--- config.mk ---
export PLATFORM = sky130hd
export DESIGN_NAME = matrix_multiply_engine_unit_flat
export DESIGN_NICKNAME = d
export VERILOG_FILES = /design/src/rtl/core/mme_pkg.sv /design/src/rtl/core/mme_in_if.sv /design/src/rtl/core/mme_out_if.sv /design/src/rtl/core/mme_cfg_if.sv /design/src/rtl/core/mme_ram.sv /design/src/rtl/core/mme_seq.sv /design/src/rtl/core/mme_mac.sv /design/src/rtl/core/matrix_multiply_engine_unit.sv /design/src/flat_wrapper.sv
export SDC_FILE = /design/constraint.sdc
export NUM_CORES = 2
export LEC_CHECK = 0
export BUFFER_PORTS_ARGS = -buffer_cell sky130_fd_sc_hd__buf_2
export CAP_MARGIN = 20
export CORE_MARGIN = 4
export CORE_UTILIZATION = 51
export CTS_BUF_LIST = sky130_fd_sc_hd__clkbuf_4
export CTS_CLUSTER_SIZE = 24
export DETAILED_ROUTE_END_ITERATION = 12
export PLACE_DENSITY = 0.73
export SLEW_MARGIN = 20
export SYNTH_ARGS = -nofsm -noshare
export SYNTH_HDL_FRONTEND = slang
export SYNTH_SLANG_ARGS = --single-unit
--- constraint.sdc ---
create_clock -name clk -period 9.1 [get_ports clk]
set_clock_uncertainty 0.05 [all_clocks]
set_input_delay 2.73 -clock clk [delete_from_list [all_inputs] [get_ports clk]]
set_output_delay 2.73 -clock clk [all_outputs]
set_load 0.01 [all_outputs]
--- src/rtl/core/mme_pkg.sv ---
package mme_pkg;

  // Store geometry follows from the 6-bit element index.
  localparam int ADDR_W      = 6;
  localparam int STORE_DEPTH = 64;
  // Row/column indexes and dimension registers.
  localparam int IDX_W       = 3;
  localparam int DIM_W       = 4;
  // Field widths of the channels.
  localparam int ELEM_W      = 16;
  localparam int SUM_W       = 35;
  localparam int CFG_IDX_W   = 2;

  typedef enum logic [1:0] {
    ACT_LOAD_A = 2'd0,
    ACT_LOAD_B = 2'd1,
    ACT_START  = 2'd2
  } action_t;

  localparam logic [CFG_IDX_W-1:0] CFG_ROWS_A    = 2'd0;
  localparam logic [CFG_IDX_W-1:0] CFG_INNER_DIM = 2'd1;
  localparam logic [CFG_IDX_W-1:0] CFG_COLS_B    = 2'd2;

  typedef struct packed {
    logic [DIM_W-1:0] rows_a;
    logic [DIM_W-1:0] inner_dim;
    logic [DIM_W-1:0] cols_b;
  } dims_t;

  // One issued product step, travelling with the store reads.
  typedef struct packed {
    logic             issue;
    logic             first;
    logic             last;
    logic             last_elem;
    logic [IDX_W-1:0] row;
    logic [IDX_W-1:0] col;
  } mac_ctl_t;

  typedef struct packed {
    logic done;
    logic slot_free;
  } mac_stat_t;

endpackage

--- src/rtl/core/mme_in_if.sv ---
interface mme_in_if;
  import mme_pkg::*;

  logic                     valid;
  logic                     ready;
  logic [1:0]               action;
  logic [ADDR_W-1:0]        element_index;
  logic signed [ELEM_W-1:0] element_value;

  modport source (output valid, output action, output element_index,
                  output element_value, input ready);
  modport sink   (input valid, input action, input element_index,
                  input element_value, output ready);
endinterface

--- src/rtl/core/mme_out_if.sv ---
interface mme_out_if;
  import mme_pkg::*;

  logic                    valid;
  logic                    ready;
  logic signed [SUM_W-1:0] product_value;
  logic [IDX_W-1:0]        result_row;
  logic [IDX_W-1:0]        result_col;
  logic                    last_result;

  modport source (output valid, output product_value, output result_row,
                  output result_col, output last_result, input ready);
  modport sink   (input valid, input product_value, input result_row,
                  input result_col, input last_result, output ready);
endinterface

--- src/rtl/core/mme_cfg_if.sv ---
interface mme_cfg_if;
  import mme_pkg::*;

  logic                 valid;
  logic                 ready;
  logic [CFG_IDX_W-1:0] index;
  logic [DIM_W-1:0]     data;

  modport source (output valid, output index, output data, input ready);
  modport sink   (input valid, input index, input data, output ready);
endinterface

--- src/rtl/core/mme_ram.sv ---
module mme_ram #(
  parameter int WIDTH = 16,
  parameter int DEPTH = 64
) (
  input  logic                     clk,
  input  logic                     we,
  input  logic [$clog2(DEPTH)-1:0] waddr,
  input  logic [WIDTH-1:0]         wdata,
  input  logic [$clog2(DEPTH)-1:0] raddr,
  output logic [WIDTH-1:0]         rdata
);

  logic [WIDTH-1:0] mem [DEPTH];
  logic [WIDTH-1:0] rdata_r;

  always_ff @(posedge clk) begin
    if (we) begin
      mem[waddr] <= wdata;
    end
    rdata_r <= mem[raddr];
  end

  assign rdata = rdata_r;

endmodule

--- src/rtl/core/mme_seq.sv ---
module mme_seq #(
  parameter int MAX_DIM    = 8,
  parameter int DATA_WIDTH = 16
) (
  input  logic                    clk,
  input  logic                    rst_n,
  mme_in_if.sink                  in_ch,
  input  mme_pkg::dims_t          dims,
  input  mme_pkg::mac_stat_t      stat,
  output mme_pkg::mac_ctl_t       ctl,
  output logic                    a_we,
  output logic                    b_we,
  output logic [mme_pkg::ADDR_W-1:0] wr_addr,
  output logic [DATA_WIDTH-1:0]   wr_data,
  output logic [mme_pkg::ADDR_W-1:0] a_raddr,
  output logic [mme_pkg::ADDR_W-1:0] b_raddr
);
  import mme_pkg::*;

  localparam logic [DIM_W-1:0] MAX_DIM_C = DIM_W'(MAX_DIM);

  typedef enum logic [3:0] {
    ST_IDLE  = 4'b0001,
    ST_SLOT  = 4'b0010,
    ST_ISSUE = 4'b0100,
    ST_DRAIN = 4'b1000
  } seq_state_t;

  seq_state_t       state_r, state_nxt;
  logic [DIM_W-1:0] m_r, m_nxt, n_r, n_nxt, p_r, p_nxt;
  logic [IDX_W-1:0] i_r, i_nxt, j_r, j_nxt, k_r, k_nxt;
  logic [ADDR_W-1:0] row_base_r, row_base_nxt;
  logic [ADDR_W-1:0] a_addr_r, a_addr_nxt, b_addr_r, b_addr_nxt;
  logic [DIM_W-1:0] m_cl, n_cl, p_cl;
  logic             accept, k_last, j_last, i_last;

  function automatic logic [DIM_W-1:0] clamp_dim(input logic [DIM_W-1:0] d);
    logic [DIM_W-1:0] r;
    if (d == '0) begin
      r = DIM_W'(1);
    end else if (d > MAX_DIM_C) begin
      r = MAX_DIM_C;
    end else begin
      r = d;
    end
    return r;
  endfunction

  assign m_cl = clamp_dim(dims.rows_a);
  assign n_cl = clamp_dim(dims.inner_dim);
  assign p_cl = clamp_dim(dims.cols_b);

  assign in_ch.ready = (state_r == ST_IDLE);
  assign accept      = in_ch.valid && in_ch.ready;

  assign a_we    = accept && (in_ch.action == ACT_LOAD_A);
  assign b_we    = accept && (in_ch.action == ACT_LOAD_B);
  assign wr_addr = in_ch.element_index;
  assign wr_data = DATA_WIDTH'(in_ch.element_value);
  assign a_raddr = a_addr_r;
  assign b_raddr = b_addr_r;

  assign k_last = (DIM_W'(k_r) + DIM_W'(1)) == n_r;
  assign j_last = (DIM_W'(j_r) + DIM_W'(1)) == p_r;
  assign i_last = (DIM_W'(i_r) + DIM_W'(1)) == m_r;

  always_comb begin
    ctl.issue     = (state_r == ST_ISSUE);
    ctl.first     = (k_r == '0);
    ctl.last      = k_last;
    ctl.last_elem = i_last && j_last;
    ctl.row       = i_r;
    ctl.col       = j_r;
  end

  always_comb begin
    state_nxt    = state_r;
    m_nxt        = m_r;
    n_nxt        = n_r;
    p_nxt        = p_r;
    i_nxt        = i_r;
    j_nxt        = j_r;
    k_nxt        = k_r;
    row_base_nxt = row_base_r;
    a_addr_nxt   = a_addr_r;
    b_addr_nxt   = b_addr_r;
    unique case (state_r)
      ST_IDLE: begin
        if (accept && (in_ch.action == ACT_START)) begin
          m_nxt        = m_cl;
          n_nxt        = n_cl;
          p_nxt        = p_cl;
          i_nxt        = '0;
          j_nxt        = '0;
          row_base_nxt = '0;
          state_nxt    = ST_SLOT;
        end
      end
      ST_SLOT: begin
        if (stat.slot_free) begin
          k_nxt      = '0;
          a_addr_nxt = row_base_r;
          b_addr_nxt = ADDR_W'(j_r);
          state_nxt  = ST_ISSUE;
        end
      end
      ST_ISSUE: begin
        k_nxt      = k_r + IDX_W'(1);
        a_addr_nxt = a_addr_r + ADDR_W'(1);
        b_addr_nxt = b_addr_r + ADDR_W'(p_r);
        if (k_last) begin
          state_nxt = ST_DRAIN;
        end
      end
      ST_DRAIN: begin
        if (stat.done) begin
          if (i_last && j_last) begin
            state_nxt = ST_IDLE;
          end else if (j_last) begin
            j_nxt        = '0;
            i_nxt        = i_r + IDX_W'(1);
            row_base_nxt = row_base_r + ADDR_W'(n_r);
            state_nxt    = ST_SLOT;
          end else begin
            j_nxt     = j_r + IDX_W'(1);
            state_nxt = ST_SLOT;
          end
        end
      end
      default: begin
        state_nxt = ST_IDLE;
      end
    endcase
  end

  always_ff @(posedge clk) begin
    if (!rst_n) begin
      state_r <= ST_IDLE;
      m_r     <= DIM_W'(1);
      n_r     <= DIM_W'(1);
      p_r     <= DIM_W'(1);
      i_r     <= '0;
      j_r     <= '0;
      k_r     <= '0;
    end else begin
      state_r <= state_nxt;
      m_r     <= m_nxt;
      n_r     <= n_nxt;
      p_r     <= p_nxt;
      i_r     <= i_nxt;
      j_r     <= j_nxt;
      k_r     <= k_nxt;
    end
  end

  always_ff @(posedge clk) begin
    row_base_r <= row_base_nxt;
    a_addr_r   <= a_addr_nxt;
    b_addr_r   <= b_addr_nxt;
  end

  // A finished sum only arrives while the sequencer waits for it.
  a_done_in_drain: assert property (@(posedge clk) disable iff (!rst_n)
    stat.done |-> (state_r == ST_DRAIN))
    else $error("mme_seq: sum finished outside the drain state");

  // Latched dimensions always lie in the legal range.
  a_dims_legal: assert property (@(posedge clk) disable iff (!rst_n)
    (m_r != '0) && (n_r != '0) && (p_r != '0) &&
    (m_r <= MAX_DIM_C) && (n_r <= MAX_DIM_C) && (p_r <= MAX_DIM_C))
    else $error("mme_seq: latched dimension out of range");

  // The inner walk never runs past the inner dimension.
  a_k_bound: assert property (@(posedge clk) disable iff (!rst_n)
    (state_r == ST_ISSUE) |-> (DIM_W'(k_r) < n_r))
    else $error("mme_seq: inner index beyond inner dimension");

endmodule

--- src/rtl/core/mme_mac.sv ---
module mme_mac #(
  parameter int DATA_WIDTH = 16
) (
  input  logic                  clk,
  input  logic                  rst_n,
  input  mme_pkg::mac_ctl_t     ctl,
  input  logic [DATA_WIDTH-1:0] a_rdata,
  input  logic [DATA_WIDTH-1:0] b_rdata,
  output mme_pkg::mac_stat_t    stat,
  mme_out_if.source             out_ch
);
  import mme_pkg::*;

  localparam int PROD_W = 2 * DATA_WIDTH;

  mac_ctl_t                 ctl1_r, ctl2_r;
  logic signed [PROD_W-1:0] product_r;
  logic signed [SUM_W-1:0]  prod_ext;
  logic signed [SUM_W-1:0]  acc_r, sum_nxt;
  logic                     out_valid_r, load;
  logic signed [SUM_W-1:0]  out_value_r;
  logic [IDX_W-1:0]         out_row_r, out_col_r;
  logic                     out_last_r;

  // Sign-extend the product, then keep the sum modulo 2^SUM_W.
  assign prod_ext = SUM_W'(product_r);
  assign sum_nxt  = (ctl2_r.first ? '0 : acc_r) + prod_ext;
  assign load     = ctl2_r.issue && ctl2_r.last;

  assign stat.done      = load;
  assign stat.slot_free = !out_valid_r || out_ch.ready;

  always_ff @(posedge clk) begin
    if (!rst_n) begin
      ctl1_r      <= '0;
      ctl2_r      <= '0;
      out_valid_r <= 1'b0;
    end else begin
      ctl1_r <= ctl;
      ctl2_r <= ctl1_r;
      if (load) begin
        out_valid_r <= 1'b1;
      end else if (out_ch.ready) begin
        out_valid_r <= 1'b0;
      end
    end
  end

  always_ff @(posedge clk) begin
    if (ctl1_r.issue) begin
      product_r <= $signed(a_rdata) * $signed(b_rdata);
    end
    if (ctl2_r.issue) begin
      acc_r <= sum_nxt;
    end
    if (load) begin
      out_value_r <= sum_nxt;
      out_row_r   <= ctl2_r.row;
      out_col_r   <= ctl2_r.col;
      out_last_r  <= ctl2_r.last_elem;
    end
  end

  assign out_ch.valid         = out_valid_r;
  assign out_ch.product_value = out_value_r;
  assign out_ch.result_row    = out_row_r;
  assign out_ch.result_col    = out_col_r;
  assign out_ch.last_result   = out_last_r;

  // A finished sum must never land on a result still waiting to be taken.
  a_no_overwrite: assert property (@(posedge clk) disable iff (!rst_n)
    load |-> (!out_valid_r || out_ch.ready))
    else $error("mme_mac: result register overwritten");

  // Products of one sum arrive back to back, with no gap.
  a_contiguous: assert property (@(posedge clk) disable iff (!rst_n)
    (ctl2_r.issue && !ctl2_r.first) |-> $past(ctl2_r.issue && !ctl2_r.last))
    else $error("mme_mac: gap inside one accumulation");

  // A sum that starts must follow a completed one or an idle pipeline.
  a_first_clean: assert property (@(posedge clk) disable iff (!rst_n)
    (ctl2_r.issue && ctl2_r.first) |-> !$past(ctl2_r.issue && !ctl2_r.last))
    else $error("mme_mac: new sum started before previous one ended");

endmodule

--- src/rtl/core/matrix_multiply_engine_unit.sv ---
// Channel  Dir  Payload                                          Accepted when
// in_ch    in   action, element_index, element_value             valid && ready
// out_ch   out  product_value, result_row, result_col, last_result valid && ready
// cfg_ch   in   index (0 rows_a, 1 inner_dim, 2 cols_b), data    valid && ready
//
// A load item is written to its store as it is taken; an action code of 3 is
// consumed and does nothing. After a start item is taken the input stays not
// ready until the sum of the last result element completes: each result element
// first claims the result register, then issues its inner_dim products through
// the one shared multiply-accumulate unit, fed by one read port on each element
// store, and then drains the read and multiply stages. Each result is offered in
// the cycle after its sum completes. Reset (rst_n low, synchronous) sets every
// dimension to 1 and empties the pipeline; the element stores are not cleared.
// The configuration port is always ready. A stalled result holds the next
// element's products back.
module matrix_multiply_engine_unit #(
  parameter int MAX_DIM    = 8,
  parameter int DATA_WIDTH = 16
) (
  input logic       clk,
  input logic       rst_n,
  mme_in_if.sink    in_ch,
  mme_out_if.source out_ch,
  mme_cfg_if.sink   cfg_ch
);
  import mme_pkg::*;

  // Raw dimension registers; the sequencer clamps them when a start is taken.
  logic [DIM_W-1:0] rows_a_r, inner_dim_r, cols_b_r;
  dims_t            dims;

  mac_ctl_t  ctl;
  mac_stat_t stat;

  logic                  a_we, b_we;
  logic [ADDR_W-1:0]     wr_addr, a_raddr, b_raddr;
  logic [DATA_WIDTH-1:0] wr_data, a_rdata, b_rdata;

  assign cfg_ch.ready = 1'b1;

  // Writes to indexes beyond the register list are dropped.
  always_ff @(posedge clk) begin
    if (!rst_n) begin
      rows_a_r    <= DIM_W'(1);
      inner_dim_r <= DIM_W'(1);
      cols_b_r    <= DIM_W'(1);
    end else if (cfg_ch.valid && cfg_ch.ready) begin
      unique case (cfg_ch.index)
        CFG_ROWS_A:    rows_a_r    <= cfg_ch.data;
        CFG_INNER_DIM: inner_dim_r <= cfg_ch.data;
        CFG_COLS_B:    cols_b_r    <= cfg_ch.data;
        default: begin
        end
      endcase
    end
  end

  always_comb begin
    dims.rows_a    = rows_a_r;
    dims.inner_dim = inner_dim_r;
    dims.cols_b    = cols_b_r;
  end

  // The sequencer takes load and start items, writes the stores, and walks
  // the result elements in row-major order.
  mme_seq #(
    .MAX_DIM   (MAX_DIM),
    .DATA_WIDTH(DATA_WIDTH)
  ) u_seq (
    .clk    (clk),
    .rst_n  (rst_n),
    .in_ch  (in_ch),
    .dims   (dims),
    .stat   (stat),
    .ctl    (ctl),
    .a_we   (a_we),
    .b_we   (b_we),
    .wr_addr(wr_addr),
    .wr_data(wr_data),
    .a_raddr(a_raddr),
    .b_raddr(b_raddr)
  );

  // Element stores for A and B, row-major, registered read.
  mme_ram #(
    .WIDTH(DATA_WIDTH),
    .DEPTH(STORE_DEPTH)
  ) u_store_a (
    .clk  (clk),
    .we   (a_we),
    .waddr(wr_addr),
    .wdata(wr_data),
    .raddr(a_raddr),
    .rdata(a_rdata)
  );

  mme_ram #(
    .WIDTH(DATA_WIDTH),
    .DEPTH(STORE_DEPTH)
  ) u_store_b (
    .clk  (clk),
    .we   (b_we),
    .waddr(wr_addr),
    .wdata(wr_data),
    .raddr(b_raddr),
    .rdata(b_rdata)
  );

  // Shared multiply-accumulate unit with the result register.
  mme_mac #(
    .DATA_WIDTH(DATA_WIDTH)
  ) u_mac (
    .clk    (clk),
    .rst_n  (rst_n),
    .ctl    (ctl),
    .a_rdata(a_rdata),
    .b_rdata(b_rdata),
    .stat   (stat),
    .out_ch (out_ch)
  );

endmodule
--- src/flat_wrapper.sv ---
// flat-port wrapper written by rule: the top's interface ports become plain ports
module matrix_multiply_engine_unit_flat import mme_pkg::*;
#(
  parameter int MAX_DIM    = 8,
  parameter int DATA_WIDTH = 16
)
  (clk, rst_n, in_ch_valid, in_ch_action, in_ch_element_index, in_ch_element_value, in_ch_ready, out_ch_valid, out_ch_product_value, out_ch_result_row, out_ch_result_col, out_ch_last_result, out_ch_ready, cfg_ch_valid, cfg_ch_index, cfg_ch_data, cfg_ch_ready);
  mme_in_if in_ch_i ();
  mme_out_if out_ch_i ();
  mme_cfg_if cfg_ch_i ();
  input logic clk;
  input logic rst_n;
  input wire logic [$bits(in_ch_i.valid)-1:0] in_ch_valid;
  input wire logic [$bits(in_ch_i.action)-1:0] in_ch_action;
  input wire logic [$bits(in_ch_i.element_index)-1:0] in_ch_element_index;
  input wire logic [$bits(in_ch_i.element_value)-1:0] in_ch_element_value;
  output wire logic [$bits(in_ch_i.ready)-1:0] in_ch_ready;
  output wire logic [$bits(out_ch_i.valid)-1:0] out_ch_valid;
  output wire logic [$bits(out_ch_i.product_value)-1:0] out_ch_product_value;
  output wire logic [$bits(out_ch_i.result_row)-1:0] out_ch_result_row;
  output wire logic [$bits(out_ch_i.result_col)-1:0] out_ch_result_col;
  output wire logic [$bits(out_ch_i.last_result)-1:0] out_ch_last_result;
  input wire logic [$bits(out_ch_i.ready)-1:0] out_ch_ready;
  input wire logic [$bits(cfg_ch_i.valid)-1:0] cfg_ch_valid;
  input wire logic [$bits(cfg_ch_i.index)-1:0] cfg_ch_index;
  input wire logic [$bits(cfg_ch_i.data)-1:0] cfg_ch_data;
  output wire logic [$bits(cfg_ch_i.ready)-1:0] cfg_ch_ready;
  assign in_ch_i.valid = in_ch_valid;
  assign in_ch_i.action = in_ch_action;
  assign in_ch_i.element_index = in_ch_element_index;
  assign in_ch_i.element_value = in_ch_element_value;
  assign in_ch_ready = in_ch_i.ready;
  assign out_ch_valid = out_ch_i.valid;
  assign out_ch_product_value = out_ch_i.product_value;
  assign out_ch_result_row = out_ch_i.result_row;
  assign out_ch_result_col = out_ch_i.result_col;
  assign out_ch_last_result = out_ch_i.last_result;
  assign out_ch_i.ready = out_ch_ready;
  assign cfg_ch_i.valid = cfg_ch_valid;
  assign cfg_ch_i.index = cfg_ch_index;
  assign cfg_ch_i.data = cfg_ch_data;
  assign cfg_ch_ready = cfg_ch_i.ready;
  matrix_multiply_engine_unit #(.MAX_DIM(MAX_DIM), .DATA_WIDTH(DATA_WIDTH)) u_core (.clk(clk), .rst_n(rst_n), .in_ch(in_ch_i), .out_ch(out_ch_i), .cfg_ch(cfg_ch_i));
endmodule
==> impl_summary.log <==
[metrics] remaining antenna violation count after routing: 0
[metrics] total number of placement rows: 159
[metrics] synth unique cells: 71
[metrics] start-to-end type of the worst setup path: flop to flop
[metrics] Final Net Count: 5939
[metrics] area of all placed cells without fillers: 108000 um2
[metrics] starting utilization of the core area: 51.5%
[metrics] DRC Markers: 0
[metrics] HPWL Detailed: 131000 um
[metrics] number of cells after detailed placement: 7433
[metrics] share of power burned in the clock network: 25.9%
[metrics] number of sinks on the clock net: 2265
[metrics] worst setup path startpoint: u_core.u_store_b.rdata[1]
[metrics] combinational power share: 34.6%
[metrics] Post-Synthesis Cell Area: 97100 um2
[metrics] series of cell instances along the critical path: nand2_1 -> inv_1 -> fa_1 -> fa_1 -> fa_1 -> fa_1 -> fa_1 -> inv_1 -> fa_1 -> inv_1 -> ha_1 -> and3_1 -> a221o_1 -> a21oi_1 -> o22ai_1 -> a41o_1 -> o41a_1 -> a21oi_1 -> o21ai_1 -> xnor2_1
[metrics] number of buffers inserted to repair setup after CTS: 0
[metrics] DIE WIDTH: 444 um
[metrics] synthesized net count: 5327
[metrics] Post-Route Setup TNS: 0 ps
[metrics] final count of hold timing violations: 0
[metrics] endpoint arrival time on the critical path: 8020 ps
[metrics] final-layout worst hold slack: 352 ps
[metrics] TritonCTS clock tree: done
[metrics] max-slew violation count: 0
[metrics] number of hold-repair buffers added at the cts stage: 0
[metrics] routability congestion estimate: 0.866
[metrics] Tot GR Track Use: 22.5%
[metrics] status: finished clean
[metrics] Critical Path Source Type: flop
[metrics] max_cap viols: 0
[metrics] worst hold path cell count: 0
[metrics] wire length of the first global-routing pass: 329000 um
[metrics] via count of the routed design: 49300
[metrics] leading cell types by total area after synthesis: edfxtp_1 67%, mux4_2 16%, fa_1 5.5%, dfxtp_1 1.9%, ha_1 1.7%
[metrics] worst reg2reg path startpoint: u_core.u_store_b.rdata[1]
[metrics] internal power: 20.9 mW
[metrics] Overflow after GRT: 0
[metrics] pre-CTS setup slack: 2060 ps
[metrics] Switching Share: 31.8%
[metrics] initial antenna violation count: 18
[metrics] actual transition at the worst max-transition pin: 1160 ps
[metrics] cells after synthesis: 4898
[metrics] register-to-register path setup slack: 2070 ps
[metrics] synthesized flop and latch total: 2265
[metrics] type of the worst min-delay path: flop to flop
[metrics] standby leakage power: 36.6 nW
[metrics] CP most frequent cell: fa_1
[metrics] Max rail drop VDD: 0.563 mV
[metrics] WL final: 219000 um
[metrics] via count of the first global-routing pass: 51300
[metrics] non-filler cells in the finished layout: 8353
[metrics] floorplan core area: 189000 um2
[metrics] CTS Root Cell: clkbuf_4
[metrics] area post-placement: 101000 um2
[metrics] relative area change from synthesis to final layout: 11.0%
[metrics] detailed router's first-iteration violation count: 5084
[metrics] capture point of the worst reg-to-reg path: u_core.u_mac.product_r[31]
[metrics] crit path time final: 7030 ps
[metrics] H-tree level count: 6
[metrics] mean routed wirelength per cell: 26.2 um
[metrics] post-DR vias/cell: 5.91
[metrics] height of the chip: 444 um
[metrics] R2R depth: 20
[metrics] number of buffers created by CTS: 568
[metrics] share of layout cells above drive strength 1: 30.3%
[metrics] CP max stage cell: fa_1
[metrics] utilization of the core after routing: 57.1%
[metrics] portion of the post-synthesis area used by sequential elements: 69.1%
[metrics] pin count of the biggest net entering global routing: 122
[metrics] Post-Syn Area per Cell: 19.8 um2
[metrics] CTS resizes: 0
[metrics] clock latency on the worst-skew pair: 1330 ps
[metrics] Net Sw Power: 9.77 mW
[metrics] most instantiated flip-flop cell in the synthesis netlist: edfxtp_1
[metrics] Die Footprint: 197000 um2
[metrics] worst hold endpoint: u_core.u_mac.out_ch.result_col[0]
[metrics] portion of total power attributed to sequential cells: 39.5%
[metrics] area share of the largest cell type after synthesis: 67.3%
[metrics] largest buffer count on any clock path: 4
[metrics] total power: 30.7 mW
[metrics] peak fanout along the critical path: 16
[metrics] total of warnings raised by yosys: 0
[metrics] drt pass-1 iters: 6
[metrics] final cycle utilization of the critical path: 77.2%
[metrics] hold_sp: u_core.u_mac.ctl2_r[0]
[metrics] maximum clock frequency: 142 MHz
[metrics] PortBufs: 78
[metrics] count of final setup violators: 0
[metrics] cell type with the largest total area after synthesis: edfxtp_1
[metrics] Async S/R FF share, synth: 0%
[metrics] Worst Setup Slack, final: 2070 ps
[metrics] I/O pins: 80
[metrics] headroom to the max-slew limit: 22.9%
[metrics] kind of capture point of the worst setup path: flop
[metrics] number of synthesized flops with an enable pin: 2175
[metrics] total power divided by cell area: 285 nW/um2
[metrics] RSZ-0062 raised after global routing: false
[metrics] worst endpoint required time: 10090 ps
[metrics] critical path's largest stage delay: 820 ps
[metrics] clock-pin slew of the registers on the worst-case setup and hold paths: 60 ps
-- worst max-delay path: cells and delay by family, from the launching register on --
kind | cells | cell delay [ps]
buf+inv | 3 | 250
compound gates | 7 | 1560
fa+ha+maj | 7 | 3700
flops | 1 | 660
simple gates | 2 | 430
xor+xnor | 1 | 130
-- final cells by class --
cell class | instances | area [um2]
Antenna cell | 10 | 25.0
Clock buffer | 788 | 5920
Clock inverter | 120 | 657
Fill cell | 14000 | 80900
Inverter | 310 | 1160
Multi-Input combinational cell | 2106 | 27800
Sequential cell | 2265 | 67100
Tap cell | 2495 | 3120
Timing Repair Buffer | 259 | 1900
-- layout by cell type, fill, tap and decap left out, types with 48 or more instances in the layout --
cell      Yosys  layout
dfxtp_1      90      89
nor2_1      227     221
mux4_2      672     672
and2_1      146     146
a21oi_1      74      74
nor2b_1      48      48
o21ai_0      49      49
nand2_1     185     185
ha_1        129     129
buf_4        16     186
clkinv_1      0      91
clkbuf_4      0     788
edfxtp_1   2175    2175
fa_1        265     265
xnor2_1      55      55
buf_2        35      62
inv_1       310     309
-- worst max path at each step --
stage,endpoint,cells after the start
after detailed placement,u_core.u_mac.product_r[31],20
after CTS,u_core.u_mac.product_r[31],20
after global placement,u_core.u_mac.product_r[31],20
after global routing,u_core.u_mac.product_r[31],20
final,u_core.u_mac.product_r[31],20
after floorplan,u_core.u_mac.product_r[31],21
-- power by group through the flow --
stage	Combinational (mW)	Sequential (mW)	Clock [mW]
6_report	10.6	12.1	7.95
5_1_grt	12.1	12.1	8.78
4_1_cts	10.7	12.1	8.17
3_5_place_dp	10.7	12.4	0
3_3_place_gp	10.3	12.3	0
2_1_floorplan	8.43	12.3	0
-- cells by family (layout without fill, tap and decap cells) --
| logic type | after synthesis | count (layout) | share of synthesized area [%] |
|---|---|---|---|
| AO/OA/AOI/OAI | 233 | 233 | 1.55 |
| XOR/XNOR | 76 | 76 | 0.686 |
| adder cells (fa/ha/maj) | 394 | 394 | 7.13 |
| buffers and inverters | 527 | 1477 | 2.18 |
| flip-flops | 2265 | 2265 | 69.1 |
| multiplexers | 685 | 685 | 15.7 |
| other | 1 | 11 | 0.00386 |
| AND/OR/NAND/NOR | 717 | 717 | 3.57 |
-- sequential cells by signal, indices dropped and copies added (netlist names), 16 cells and up --
register and count:
u_core.u_store_a.mem 1024, u_core.u_store_b.mem 1024, u_core.u_mac.acc_r 35, u_core.u_mac.out_ch.product_value 35
u_core.u_mac.product_r 32, u_core.u_store_a.rdata 16, u_core.u_store_b.rdata 16
-- synthesized netlist by cell type (7+ instances only) --
cell,instances
edfxtp_1,2175
mux4_2,672
inv_1,310
fa_1,265
nor2_1,227
nand2_1,185
and2_1,146
clkbuf_1,132
ha_1,129
dfxtp_1,90
a21oi_1,74
xnor2_1,55
o21ai_0,49
nor2b_1,48
buf_2,35
buf_1,29
nand3_1,28
a21o_1,25
xor2_1,21
nor3_1,17
buf_4,16
mux2i_1,13
nand2b_1,13
o21a_1,12
a211oi_1,11
nand3b_1,10
and3_1,9
nor3b_1,8
o211ai_1,7
-- layer usage --
layer	routed length [um]	share of wire (%)	track usage [%]
met2	106000	49	35.3
met5	27	0.012	0
met1	85200	39	31.2
met3	21600	9.9	5.69
met4	5910	2.7	7.60
(Power assumes the default switching activity.)
